[config.mk]
export PLATFORM = sky130hd
export DESIGN_NAME = nested_loop_equi_join_top
export DESIGN_NICKNAME = d
export VERILOG_FILES = /design/src/njn_pkg.sv /design/src/njn_ram.sv /design/src/njn_ctrl.sv /design/src/njn_dp.sv /design/src/nested_loop_equi_join_top.sv
export SDC_FILE = /design/constraint.sdc
export NUM_CORES = 2
export LEC_CHECK = 0
export ABC_AREA = 1
export ABC_CLOCK_PERIOD_IN_PS = 22500
export BUFFER_PORTS_ARGS = -buffer_cell sky130_fd_sc_hd__buf_2
export CAP_MARGIN = 20
export CELL_PAD_IN_SITES_DETAIL_PLACEMENT = 0
export CELL_PAD_IN_SITES_GLOBAL_PLACEMENT = 1
export CORE_MARGIN = 3
export CORE_UTILIZATION = 48
export CTS_BUF_LIST = sky130_fd_sc_hd__clkbuf_4 sky130_fd_sc_hd__clkbuf_8 sky130_fd_sc_hd__clkbuf_16
export CTS_CLUSTER_SIZE = 24
export DETAILED_ROUTE_END_ITERATION = 16
export PLACE_DENSITY = 0.85
export SLEW_MARGIN = 25
export SYNTH_ARGS = -nofsm -noshare
export SYNTH_HDL_FRONTEND = slang
export SYNTH_HIERARCHICAL = 1
export SYNTH_SLANG_ARGS = --single-unit
[constraint.sdc]
create_clock -name clk_i -period 22.5 [get_ports clk_i]
set_input_delay 2.25 -clock clk_i [delete_from_list [all_inputs] [get_ports clk_i]]
set_output_delay 2.25 -clock clk_i [all_outputs]
set_load 0.005 [all_outputs]
[src/njn_pkg.sv]
package njn_pkg;

  localparam int unsigned MAX_RIGHT_ROWS = 16;
  localparam int unsigned MAX_COLUMNS    = 4;
  localparam int unsigned CELLS_IN       = 4;
  localparam int unsigned CELLS_OUT      = 7;
  localparam int unsigned CELL_W         = 32;
  localparam int unsigned ROW_W          = CELLS_IN * CELL_W;
  localparam int unsigned ADDR_W         = (MAX_RIGHT_ROWS > 1) ? $clog2(MAX_RIGHT_ROWS) : 1;
  localparam int unsigned CNT_W          = $clog2(MAX_RIGHT_ROWS + 1);
  localparam int unsigned COL_LIM        = (MAX_COLUMNS < CELLS_IN) ? MAX_COLUMNS : CELLS_IN;

  typedef enum logic [1:0] {
    CMD_STORE = 2'd0,
    CMD_CLEAR = 2'd1,
    CMD_PROBE = 2'd2
  } cmd_e;

  typedef enum logic {
    REG_KEY_COLUMN     = 1'b0,
    REG_COLUMNS_IN_USE = 1'b1
  } cfg_reg_e;

  typedef enum logic {
    STAT_JOINED = 1'b0,
    STAT_FULL   = 1'b1
  } status_e;

  typedef enum logic [1:0] {
    S_IDLE,
    S_SCAN,
    S_FLUSH,
    S_REJECT
  } state_e;

  typedef struct packed {
    logic store_wr;
    logic clear;
    logic load_left;
    logic scan_start;
    logic scan_step;
    logic advance;
    logic capture;
    logic push;
    logic push_last;
    logic reject;
  } dp_cmd_t;

  typedef struct packed {
    logic full;
    logic scan_end;
    logic match;
    logic pend_valid;
    logic out_free;
  } dp_sts_t;

endpackage

[src/njn_ram.sv]
module njn_ram #(
  parameter int unsigned WIDTH = 32,
  parameter int unsigned DEPTH = 16
) (
  input  logic                                     clk_i,
  input  logic                                     we_i,
  input  logic [((DEPTH > 1) ? $clog2(DEPTH) : 1)-1:0] waddr_i,
  input  logic [WIDTH-1:0]                         wdata_i,
  input  logic [((DEPTH > 1) ? $clog2(DEPTH) : 1)-1:0] raddr_i,
  output logic [WIDTH-1:0]                         rdata_o
);

  logic [WIDTH-1:0] mem_q [DEPTH];
  logic [WIDTH-1:0] rdata_q;

  always_ff @(posedge clk_i) begin
    if (we_i) begin
      mem_q[waddr_i] <= wdata_i;
    end
    rdata_q <= mem_q[raddr_i];
  end

  assign rdata_o = rdata_q;

endmodule

[src/njn_ctrl.sv]
module njn_ctrl
  import njn_pkg::*;
(
  input  logic       clk_i,
  input  logic       rst_ni,
  input  logic       in_valid_i,
  output logic       in_stall_o,
  input  logic [1:0] command_i,
  input  dp_sts_t    sts_i,
  output dp_cmd_t    cmd_o
);

  state_e state_q, state_d;
  logic   in_acc;

  assign in_stall_o = (state_q != S_IDLE);
  assign in_acc     = in_valid_i && !in_stall_o;

  always_ff @(posedge clk_i or negedge rst_ni) begin
    if (!rst_ni) begin
      state_q <= S_IDLE;
    end else begin
      state_q <= state_d;
    end
  end

  always_comb begin
    state_d = state_q;
    case (state_q)
      S_IDLE: begin
        if (in_acc) begin
          case (command_i)
            CMD_STORE: if (sts_i.full) state_d = S_REJECT;
            CMD_PROBE: state_d = S_SCAN;
            default:   state_d = S_IDLE;
          endcase
        end
      end
      S_SCAN: begin
        if (sts_i.scan_end) state_d = S_FLUSH;
      end
      S_FLUSH: begin
        if (!sts_i.pend_valid || sts_i.out_free) state_d = S_IDLE;
      end
      S_REJECT: begin
        if (sts_i.out_free) state_d = S_IDLE;
      end
      default: state_d = S_IDLE;
    endcase
  end

  always_comb begin
    cmd_o = '0;
    case (state_q)
      S_IDLE: begin
        if (in_acc) begin
          case (command_i)
            CMD_STORE: cmd_o.store_wr = !sts_i.full;
            CMD_CLEAR: cmd_o.clear = 1'b1;
            CMD_PROBE: begin
              cmd_o.load_left  = 1'b1;
              cmd_o.scan_start = 1'b1;
            end
            default: ;
          endcase
        end
      end
      S_SCAN: begin
        cmd_o.scan_step = 1'b1;
        if (!sts_i.scan_end) begin
          if (!sts_i.match) begin
            cmd_o.advance = 1'b1;
          end else if (!sts_i.pend_valid) begin
            cmd_o.capture = 1'b1;
            cmd_o.advance = 1'b1;
          end else if (sts_i.out_free) begin
            cmd_o.push    = 1'b1;
            cmd_o.capture = 1'b1;
            cmd_o.advance = 1'b1;
          end
        end
      end
      S_FLUSH: begin
        cmd_o.push_last = sts_i.pend_valid && sts_i.out_free;
      end
      S_REJECT: begin
        cmd_o.reject = sts_i.out_free;
      end
      default: ;
    endcase
  end

endmodule

[src/njn_dp.sv]
module njn_dp
  import njn_pkg::*;
(
  input  logic                     clk_i,
  input  logic                     rst_ni,
  input  logic signed [CELL_W-1:0] cell_0_i,
  input  logic signed [CELL_W-1:0] cell_1_i,
  input  logic signed [CELL_W-1:0] cell_2_i,
  input  logic signed [CELL_W-1:0] cell_3_i,
  input  logic                     cfg_valid_i,
  input  logic                     cfg_ready_i,
  input  logic                     cfg_index_i,
  input  logic [2:0]               cfg_wdata_i,
  input  logic                     out_stall_i,
  input  dp_cmd_t                  cmd_i,
  output dp_sts_t                  sts_o,
  output logic                     out_valid_o,
  output logic                     status_o,
  output logic signed [CELL_W-1:0] out_0_o,
  output logic signed [CELL_W-1:0] out_1_o,
  output logic signed [CELL_W-1:0] out_2_o,
  output logic signed [CELL_W-1:0] out_3_o,
  output logic signed [CELL_W-1:0] out_4_o,
  output logic signed [CELL_W-1:0] out_5_o,
  output logic signed [CELL_W-1:0] out_6_o,
  output logic                     last_o
);

  logic [1:0]        key_q;
  logic [2:0]        cols_q;
  logic [2:0]        eff_cols;
  logic              key_ok;
  logic [CNT_W-1:0]  cnt_q;
  logic [CNT_W-1:0]  rd_idx_q, rd_idx_d;
  logic [CNT_W-1:0]  rd_next;
  logic [ADDR_W-1:0] raddr;
  logic [ROW_W-1:0]  rdata;
  logic [ROW_W-1:0]  wdata;
  logic [CELL_W-1:0] left_q  [CELLS_IN];
  logic [CELL_W-1:0] right_c [CELLS_IN];
  logic [CELL_W-1:0] joined  [CELLS_OUT];
  logic [CELL_W-1:0] pend_q  [CELLS_OUT];
  logic              pend_v_q;
  logic [CELL_W-1:0] out_q   [CELLS_OUT];
  logic              out_v_q;
  logic              out_stat_q;
  logic              out_last_q;
  logic              out_free;

  assign eff_cols = (cols_q > 3'(COL_LIM)) ? 3'(COL_LIM) : cols_q;
  assign key_ok   = ({1'b0, key_q} < eff_cols);
  assign wdata    = {cell_3_i, cell_2_i, cell_1_i, cell_0_i};

  always_ff @(posedge clk_i or negedge rst_ni) begin
    if (!rst_ni) begin
      key_q  <= 2'd0;
      cols_q <= 3'd3;
    end else if (cfg_valid_i && cfg_ready_i) begin
      case (cfg_index_i)
        REG_KEY_COLUMN:     key_q  <= cfg_wdata_i[1:0];
        REG_COLUMNS_IN_USE: cols_q <= cfg_wdata_i;
        default: ;
      endcase
    end
  end

  always_ff @(posedge clk_i or negedge rst_ni) begin
    if (!rst_ni) begin
      cnt_q <= '0;
    end else if (cmd_i.clear) begin
      cnt_q <= '0;
    end else if (cmd_i.store_wr) begin
      cnt_q <= cnt_q + 1'b1;
    end
  end

  assign rd_next = rd_idx_q + 1'b1;

  always_comb begin
    rd_idx_d = rd_idx_q;
    if (cmd_i.scan_start) begin
      rd_idx_d = '0;
    end else if (cmd_i.advance) begin
      rd_idx_d = rd_next;
    end
  end

  assign raddr = rd_idx_d[ADDR_W-1:0];

  always_ff @(posedge clk_i or negedge rst_ni) begin
    if (!rst_ni) begin
      rd_idx_q <= '0;
    end else begin
      rd_idx_q <= rd_idx_d;
    end
  end

  njn_ram #(
    .WIDTH(ROW_W),
    .DEPTH(MAX_RIGHT_ROWS)
  ) u_rows (
    .clk_i  (clk_i),
    .we_i   (cmd_i.store_wr),
    .waddr_i(cnt_q[ADDR_W-1:0]),
    .wdata_i(wdata),
    .raddr_i(raddr),
    .rdata_o(rdata)
  );

  always_ff @(posedge clk_i) begin
    if (cmd_i.load_left) begin
      left_q[0] <= cell_0_i;
      left_q[1] <= cell_1_i;
      left_q[2] <= cell_2_i;
      left_q[3] <= cell_3_i;
    end
  end

  always_comb begin
    for (int c = 0; c < CELLS_IN; c++) begin
      right_c[c] = rdata[c*CELL_W +: CELL_W];
    end
  end

  // left cells in use minus key column, then right cells in use, zero fill
  always_comb begin
    logic [2:0] pv;
    logic [2:0] src;
    logic [2:0] rc;
    logic [2:0] nl;
    nl = eff_cols - 3'd1;
    for (int p = 0; p < CELLS_OUT; p++) begin
      pv  = 3'(p);
      src = (pv < {1'b0, key_q}) ? pv : pv + 3'd1;
      rc  = pv - nl;
      if (pv < nl) begin
        joined[p] = left_q[src[1:0]];
      end else if (rc < eff_cols) begin
        joined[p] = right_c[rc[1:0]];
      end else begin
        joined[p] = '0;
      end
    end
  end

  assign out_free = !out_v_q || !out_stall_i;

  assign sts_o.full       = (cnt_q >= CNT_W'(MAX_RIGHT_ROWS));
  assign sts_o.scan_end   = (rd_idx_q == cnt_q);
  assign sts_o.match      = key_ok && (right_c[key_q] == left_q[key_q]);
  assign sts_o.pend_valid = pend_v_q;
  assign sts_o.out_free   = out_free;

  always_ff @(posedge clk_i or negedge rst_ni) begin
    if (!rst_ni) begin
      pend_v_q <= 1'b0;
    end else if (cmd_i.capture) begin
      pend_v_q <= 1'b1;
    end else if (cmd_i.push_last) begin
      pend_v_q <= 1'b0;
    end
  end

  always_ff @(posedge clk_i) begin
    if (cmd_i.capture) begin
      pend_q <= joined;
    end
  end

  always_ff @(posedge clk_i or negedge rst_ni) begin
    if (!rst_ni) begin
      out_v_q <= 1'b0;
    end else if (cmd_i.push || cmd_i.push_last || cmd_i.reject) begin
      out_v_q <= 1'b1;
    end else if (!out_stall_i) begin
      out_v_q <= 1'b0;
    end
  end

  always_ff @(posedge clk_i) begin
    if (cmd_i.reject) begin
      out_stat_q <= STAT_FULL;
      out_last_q <= 1'b1;
      for (int p = 0; p < CELLS_OUT; p++) begin
        out_q[p] <= '0;
      end
    end else if (cmd_i.push || cmd_i.push_last) begin
      out_stat_q <= STAT_JOINED;
      out_last_q <= cmd_i.push_last;
      out_q      <= pend_q;
    end
  end

  assign out_valid_o = out_v_q;
  assign status_o    = out_stat_q;
  assign last_o      = out_last_q;
  assign out_0_o     = out_q[0];
  assign out_1_o     = out_q[1];
  assign out_2_o     = out_q[2];
  assign out_3_o     = out_q[3];
  assign out_4_o     = out_q[4];
  assign out_5_o     = out_q[5];
  assign out_6_o     = out_q[6];

  a_cnt_bound: assert property (@(posedge clk_i) disable iff (!rst_ni)
    cnt_q <= CNT_W'(MAX_RIGHT_ROWS))
    else $error("row count past table size");

  a_no_store_full: assert property (@(posedge clk_i) disable iff (!rst_ni)
    cmd_i.store_wr |-> (cnt_q < CNT_W'(MAX_RIGHT_ROWS)))
    else $error("store into full table");

  a_scan_bound: assert property (@(posedge clk_i) disable iff (!rst_ni)
    cmd_i.scan_step |-> (rd_idx_q <= cnt_q))
    else $error("scan index past row count");

  a_push_pend: assert property (@(posedge clk_i) disable iff (!rst_ni)
    (cmd_i.push || cmd_i.push_last) |-> (pend_v_q && out_free))
    else $error("push without pending row or free output");

  a_reject_beat: assert property (@(posedge clk_i) disable iff (!rst_ni)
    cmd_i.reject |=> (out_v_q && out_last_q && (out_stat_q == STAT_FULL) &&
                      (out_q[0] == '0) && (out_q[6] == '0)))
    else $error("bad reject beat");

endmodule

[src/nested_loop_equi_join_top.sv]
// Equi-join engine. Store (command 0) writes one right row into a 16-row table; clear
// (command 1) empties it; a store into a full table yields one beat with status 1 and last
// set. A probe (command 2) reads the table through the single read port of the row RAM,
// one stored row compared per cycle unless a match waits on a stalled output; each matching
// row gives one beat (left cells without the key column, then the right cells, zero filled)
// and the final one has last set. No match, or a key column outside the columns in use,
// gives no beat. The input is stalled while an item is in progress; the result register
// lets the last beat wait while the next item is taken. Configuration writes are taken at
// any time but belong only in idle periods.
module nested_loop_equi_join_top
  import njn_pkg::*;
(
  input  logic                     clk_i,
  input  logic                     rst_ni,
  input  logic                     in_valid_i,
  output logic                     in_stall_o,
  input  logic [1:0]               command_i,
  input  logic signed [CELL_W-1:0] cell_0_i,
  input  logic signed [CELL_W-1:0] cell_1_i,
  input  logic signed [CELL_W-1:0] cell_2_i,
  input  logic signed [CELL_W-1:0] cell_3_i,
  input  logic                     cfg_valid_i,
  output logic                     cfg_ready_o,
  input  logic                     cfg_index_i,
  input  logic [2:0]               cfg_wdata_i,
  output logic                     out_valid_o,
  input  logic                     out_stall_i,
  output logic                     status_o,
  output logic signed [CELL_W-1:0] out_0_o,
  output logic signed [CELL_W-1:0] out_1_o,
  output logic signed [CELL_W-1:0] out_2_o,
  output logic signed [CELL_W-1:0] out_3_o,
  output logic signed [CELL_W-1:0] out_4_o,
  output logic signed [CELL_W-1:0] out_5_o,
  output logic signed [CELL_W-1:0] out_6_o,
  output logic                     last_o
);

  dp_cmd_t dp_cmd;
  dp_sts_t dp_sts;

  assign cfg_ready_o = 1'b1;

  njn_ctrl u_ctrl (
    .clk_i     (clk_i),
    .rst_ni    (rst_ni),
    .in_valid_i(in_valid_i),
    .in_stall_o(in_stall_o),
    .command_i (command_i),
    .sts_i     (dp_sts),
    .cmd_o     (dp_cmd)
  );

  njn_dp u_dp (
    .clk_i      (clk_i),
    .rst_ni     (rst_ni),
    .cell_0_i   (cell_0_i),
    .cell_1_i   (cell_1_i),
    .cell_2_i   (cell_2_i),
    .cell_3_i   (cell_3_i),
    .cfg_valid_i(cfg_valid_i),
    .cfg_ready_i(cfg_ready_o),
    .cfg_index_i(cfg_index_i),
    .cfg_wdata_i(cfg_wdata_i),
    .out_stall_i(out_stall_i),
    .cmd_i      (dp_cmd),
    .sts_o      (dp_sts),
    .out_valid_o(out_valid_o),
    .status_o   (status_o),
    .out_0_o    (out_0_o),
    .out_1_o    (out_1_o),
    .out_2_o    (out_2_o),
    .out_3_o    (out_3_o),
    .out_4_o    (out_4_o),
    .out_5_o    (out_5_o),
    .out_6_o    (out_6_o),
    .last_o     (last_o)
  );

endmodule
Word-level counts from Yosys, hierarchy flattened
Memory sizes are Yosys's and may differ from the RTL's. A register that Yosys moved wholly into a read port is not among the register bits.
Index checks and enable logic that the tools add are counted.
{"block": "word_totals", "output_inout_bits": 229, "in_bits": 139, "mem_count": 2, "elab_cells": 188, "ramBits": 2176, "ff_bits": 469}
{"block": "op_classes", "n_mux": 78, "n_addsub": 10, "n_reduce_logical": 21, "order_cmp": 31, "eq_ne": 13, "n_bitwise": 9}
{"name": "u_dp.u_rows.mem_q", "depth": 16, "word_bits": 128, "read_ports": 1, "rd_clocked_by_memory_dff": 1, "wr": 1, "line_no": "njn_ram.sv:13", "source": "logic [WIDTH-1:0] mem_q [DEPTH];"}
{"name": "u_dp.left_q", "depth": 4, "word_bits": 32, "read_ports": 8, "rd_clocked_by_memory_dff": 0, "wr": 4, "line_no": "njn_dp.sv:39", "source": "logic [CELL_W-1:0] left_q [CELLS_IN];"}
{"cell": "32-bit two-way mux", "n": 30}
{"cell": "32-bit binary-select mux with 2-bit select", "n": 8}
{"cell": "32-bit equality test", "n": 1}
{"cell": "3-bit greater-or-equal comparator, second input constant", "n": 8}
{"cell": "2-bit inverter with 3-bit output", "n": 8}
{"cell": "3-bit < comparator", "n": 7}
{"cell": "2-bit two-way mux", "n": 10}
{"cell": "5-bit two-way mux", "n": 4}
{"cell": "1-bit two-way mux", "n": 18}
{"cell": "3-bit two-way mux", "n": 4}
{"cell": "5-bit by 1-bit adder with 5-bit output, second input constant", "n": 2}
{"cell": "2-bit by 1-bit inequality test with 1-bit output, second input constant", "n": 5}
{"cell": "3-bit by 2-bit < comparator with 1-bit output, first input constant", "n": 3}
{"cell": "3-bit < comparator, first input constant", "n": 3}
{"cell": "3-bit subtractor, first input constant", "n": 3}
{"cell": "4-bit two-way mux", "n": 2}
{"cell": "2-bit case mux with 4 select lines", "n": 1}
{"cell": "2-bit nonzero test", "n": 4}
{"cell": "2-bit equality test, second input constant", "n": 3}
{"cell": "1-bit by 3-bit < comparator with 1-bit output, first input constant", "n": 2}
{"cell": "2-bit by 3-bit < comparator with 1-bit output, first input constant", "n": 2}
{"cell": "1-bit by 3-bit subtractor with 3-bit output, first input constant", "n": 2}
{"cell": "2-bit by 3-bit subtractor with 3-bit output, first input constant", "n": 2}
{"cell": "5-bit equality test", "n": 1}
{"cell": "16 further kinds", "n": 29}

Longest topological paths before layout
{"block": "depth", "ltp_word": 12, "depth_mapped": 30, "ltp_nobuf": 25}

Hierarchy
The synthesis kept the hierarchy.
{"mod": "njn_ram", "cells_each": 7786, "instances": 1, "seq_area_each_um2": 64061.4, "area_each_um2": 87617.8}
{"mod": "njn_dp", "cells_each": 3278, "instances": 1, "seq_area_each_um2": 15522.4, "area_each_um2": 27672.8}
{"mod": "njn_ctrl", "cells_each": 52, "instances": 1, "seq_area_each_um2": 50.0, "area_each_um2": 290.3}
{"mod": "nested_loop_equi_join_top", "cells_each": 2, "instances": 1, "seq_area_each_um2": 0.0, "area_each_um2": 11.3}

Worst setup path before layout
OpenSTA, ideal clock, no wires.
{"block": "synth_timing", "kind": "in2reg", "startpoint": "input port out_stall_i", "endpoint": "register u_dp.pend_v_q", "t_arrival_ns": 18.715, "cell_stages": 5, "slack_ns": 3.610, "setup_time_ns": 0.175, "t_required_ns": 22.325, "path_buffers": 1, "cell_sequence": "nand2_1 > buf_4 > nor2_1 > nor3_1 > o21bai_1"}
{"item": "start, declared", "line_no": "nested_loop_equi_join_top.sv:27", "source": "input logic out_stall_i,"}
{"item": "end signal, assigned", "line_no": "njn_dp.sv:156", "source": "pend_v_q <= 1'b0;"}
{"item": "end signal, assigned", "line_no": "njn_dp.sv:158", "source": "pend_v_q <= 1'b1;"}
{"item": "end signal, assigned", "line_no": "njn_dp.sv:160", "source": "pend_v_q <= 1'b0;"}
{"item": "end, declared", "line_no": "njn_dp.sv:43", "source": "logic pend_v_q;"}

==> results by group <==
Global route
  – Initial antenna violation count: 91
  – Vias in the first global route: 76000
  – Congestion Overflow GR: 0
  – GRT Resource Usage Total: 30.3%
  – Pin count of the biggest net entering global routing: 281
  – First-pass GRT wire length: 541 mm

Route
  – DRT Wirelength: 382 mm
  – Drt first pass iters: 6
  – Via count: 83700
  – Post-route DRC: 0
  – Vias per inst: 5.69
  – Routed len/inst: 26.0 um
  – Initial DRC Count: 11800
  – Post-route ant nets: 0

Die
  – Die ar.: 247000 um^2
  – Initial cell density of the core: 48.4%
  – CORE AREA: 239000 um^2
  – Die W: 497 um
  – Row cnt: 179
  – Number of top-level pins: 368
  – Die H: 497 um

Critical path
  – RR Endpoint: u_dp/u_rows/rdata_o[82]
  – Reg2Reg Launch Point: u_dp/key_q[0]
  – Critical Path RT: 23.30 ns
  – Critical path arrival: 9.61 ns
  – Worst reg2reg path depth: 27
  – Crit path capture type: flop
  – Crit Path Class: flop to flop
  – Reg-to-reg slack, setup: 13.68 ns
  – Critical-path maximum fanout: 109
  – CP Launch Type: flop

Min path
  – Hold path start: u_dp/status_o
  – Hold Crit Class: flop to flop
  – WHS Path Cells: 2
  – Hold Crit Endpoint: u_dp/status_o

Job
  – Max Cap Viol: 0

Outcome
  – Status: complete, no violations

Power and ir drop
  – Leakage: 52.3 nW
  – VDD IR max: 0.000140 V
  – Pwr dens: 137 nW/um^2

STA
  – Fmax achieved: 113 MHz
  – Hold Vio Cnt, Final: 0
  – Final setup TNS: 0 ns
  – Final min period: 8.82 ns
  – Fin crit share: 39.2%
  – Worst clock skew: 0.0749 ns
  – Tightest Pin Transition: 1.21 ns
  – Slew margin rel.: 18.6%
  – Final Max Slew Viols: 0
  – Final setup fails: 0
  – RSZ-0062 raised after global routing: no

Cells and area
  – Final core occ: 54.3%
  – Layout net count: 11400
  – Area Overhead vs Synth: 12.1%
  – Filler cells: 20200
  – Layout cells sized above 1: 9.36%
  – Non-Filler Instances: 14700

Synthesis
  – Mapped Avg Cell Area: 10.4 um^2
  – Syn Inst Count: 11100
  – Synth Warn #: 6
  – Syn Std Cell Area: 116000 um^2

Clock network
  – CTS Buf Count: 297
  – Setup bufs post-CTS: 0
  – CTS tree: yes
  – Cts repair resizes: 0
  – H-tree depth: 5
  – Cts hold-fix bufs: 0
  – CTS Root Buffer Type: clkbuf_16
  – Worst-Skew Late Latency: 0.95 ns
  – Maximum clock path buffer count: 4
  – Clock transition at path regs: 0.07 ns
  – Clock sink total: 2773

Place
  – Final HPWL DP: 234 mm
  – GP Congestion: 1.03
  – Placed cell count: 14100
  – I/O Buffers: 366
-- cell type report --
| cell class | count | area [um^2] | share of cell area, % |
|---|---|---|---|
| Antenna cell | 47 | 118 | 0.0907 |
| Clock buffer | 402 | 8460 | 6.53 |
| Clock inverter | 122 | 1270 | 0.981 |
| Inverter | 1094 | 4160 | 3.21 |
| Multi-Input combinational cell | 6608 | 28900 | 22.3 |
| Sequential cell | 2773 | 79600 | 61.4 |
| Tap cell | 3167 | 3960 | 3.06 |
| Timing Repair Buffer | 502 | 3090 | 2.38 |
-- per-stage QoR --
| step | cell area (um^2) | setup WS [ns] | power [W] | hold WS, ns |
|---|---|---|---|---|
| after floorplan | 116000 | 3.61 | 0.0106 | 0.443 |
| after global placement | 120000 | 13.69 | 0.0127 | 0.443 |
| after detailed placement | 120000 | 13.76 | 0.0128 | 0.450 |
| after CTS | 129000 | 13.74 | 0.0177 | 0.457 |
| after global routing | 130000 | 13.38 | 0.0186 | 0.488 |
| final | 130000 | 13.68 | 0.0177 | 0.456 |
-- layout by cell type, fill, tap and decap left out, drive strengths merged, types with 3 or more instances in the layout --
cell type,instances
a21oi,109
a31oi,32
and2,6
buf,502
bufinv,23
clkbuf,402
clkinv,88
clkinvlp,6
conb,3
dfrtp,17
dfxtp,354
diode,47
edfxtp,2400
ha,14
inv,1099
mux2i,3
nand2,3363
nand3,1602
nand3b,7
nor2,658
nor3,15
o211ai,24
o21ai,573
o22ai,109
or2,32
xnor2,22
xor2,22
-- critical path: stages, from the launching register on --
cell,delay [ns]
dfrtp_2,0.40
buf_4,0.26
buf_4,0.37
nor2_4,0.25
buf_4,0.62
inv_2,0.27
a21oi_1,0.18
nand3_1,0.09
nor3_1,0.14
nor2_1,0.06
nand2_1,0.06
nand3_1,0.06
nor2_1,0.42
a21oi_1,0.26
nand2_1,0.14
inv_1,0.07
nor3_2,0.14
buf_4,0.64
buf_4,0.56
buf_4,0.57
buf_6,0.70
buf_4,0.72
buf_6,0.65
nand2_1,0.14
nand3_1,0.12
nand3_1,0.09
nand3_1,0.13
nand2_1,0.07
-- layer usage --
| metal | GRT usage (%) | share of wire [%] | vias to the layer above |
|---|---|---|---|
| li1 | - | - | 37500 |
| met1 | 44.0 | 41 | 40400 |
| met2 | 44.1 | 43 | 5083 |
| met3 | 6.59 | 12 | 745 |
| met4 | 12.6 | 4.2 | 34 |
| met5 | 0 | 0.057 | - |
-- where the power goes --
part	switching, W	internal (W)	leakage (nW)	total (W)
clock	0.00194	0.00291	4.88	0.00485
combinational	0.00476	0.00177	22.7	0.00652
sequential	0.000421	0.00595	24.7	0.00637
total	0.00712	0.0106	52.3	0.0177
-- flip-flops by register name, indices dropped and copies added (netlist names), 2 cells and up --
signal	flops
u_dp/cnt_q	5
u_dp/left_q	128
u_dp/u_rows/rdata_o	128
u_dp/u_rows/mem_q	2048
u_dp/key_q	2
u_dp/out_5_o	32
u_ctrl/state_q	2
u_dp/cols_q	3
u_dp/out_2_o	32
u_dp/out_0_o	32
u_dp/pend_q	224
u_dp/out_3_o	32
u_dp/out_1_o	32
u_dp/out_6_o	32
u_dp/rd_idx_q	5
u_dp/out_4_o	32
-- how the worst max path moves through the flow --
stage | end | start | cells after the start | slack (ns)
floorplan | u_dp/pend_v_q | out_stall_i | 5 | 3.61
global placement | u_dp/u_rows/rdata_o[67] | u_dp/key_q[0] | 27 | 13.69
global route | u_dp/u_rows/rdata_o[82] | u_dp/key_q[0] | 28 | 13.38
finish | u_dp/u_rows/rdata_o[82] | u_dp/key_q[0] | 27 | 13.68
detailed placement | u_dp/u_rows/rdata_o[82] | u_dp/key_q[0] | 27 | 13.76
CTS | u_dp/u_rows/rdata_o[82] | u_dp/key_q[0] | 27 | 13.74
(Power assumes the default switching activity.)
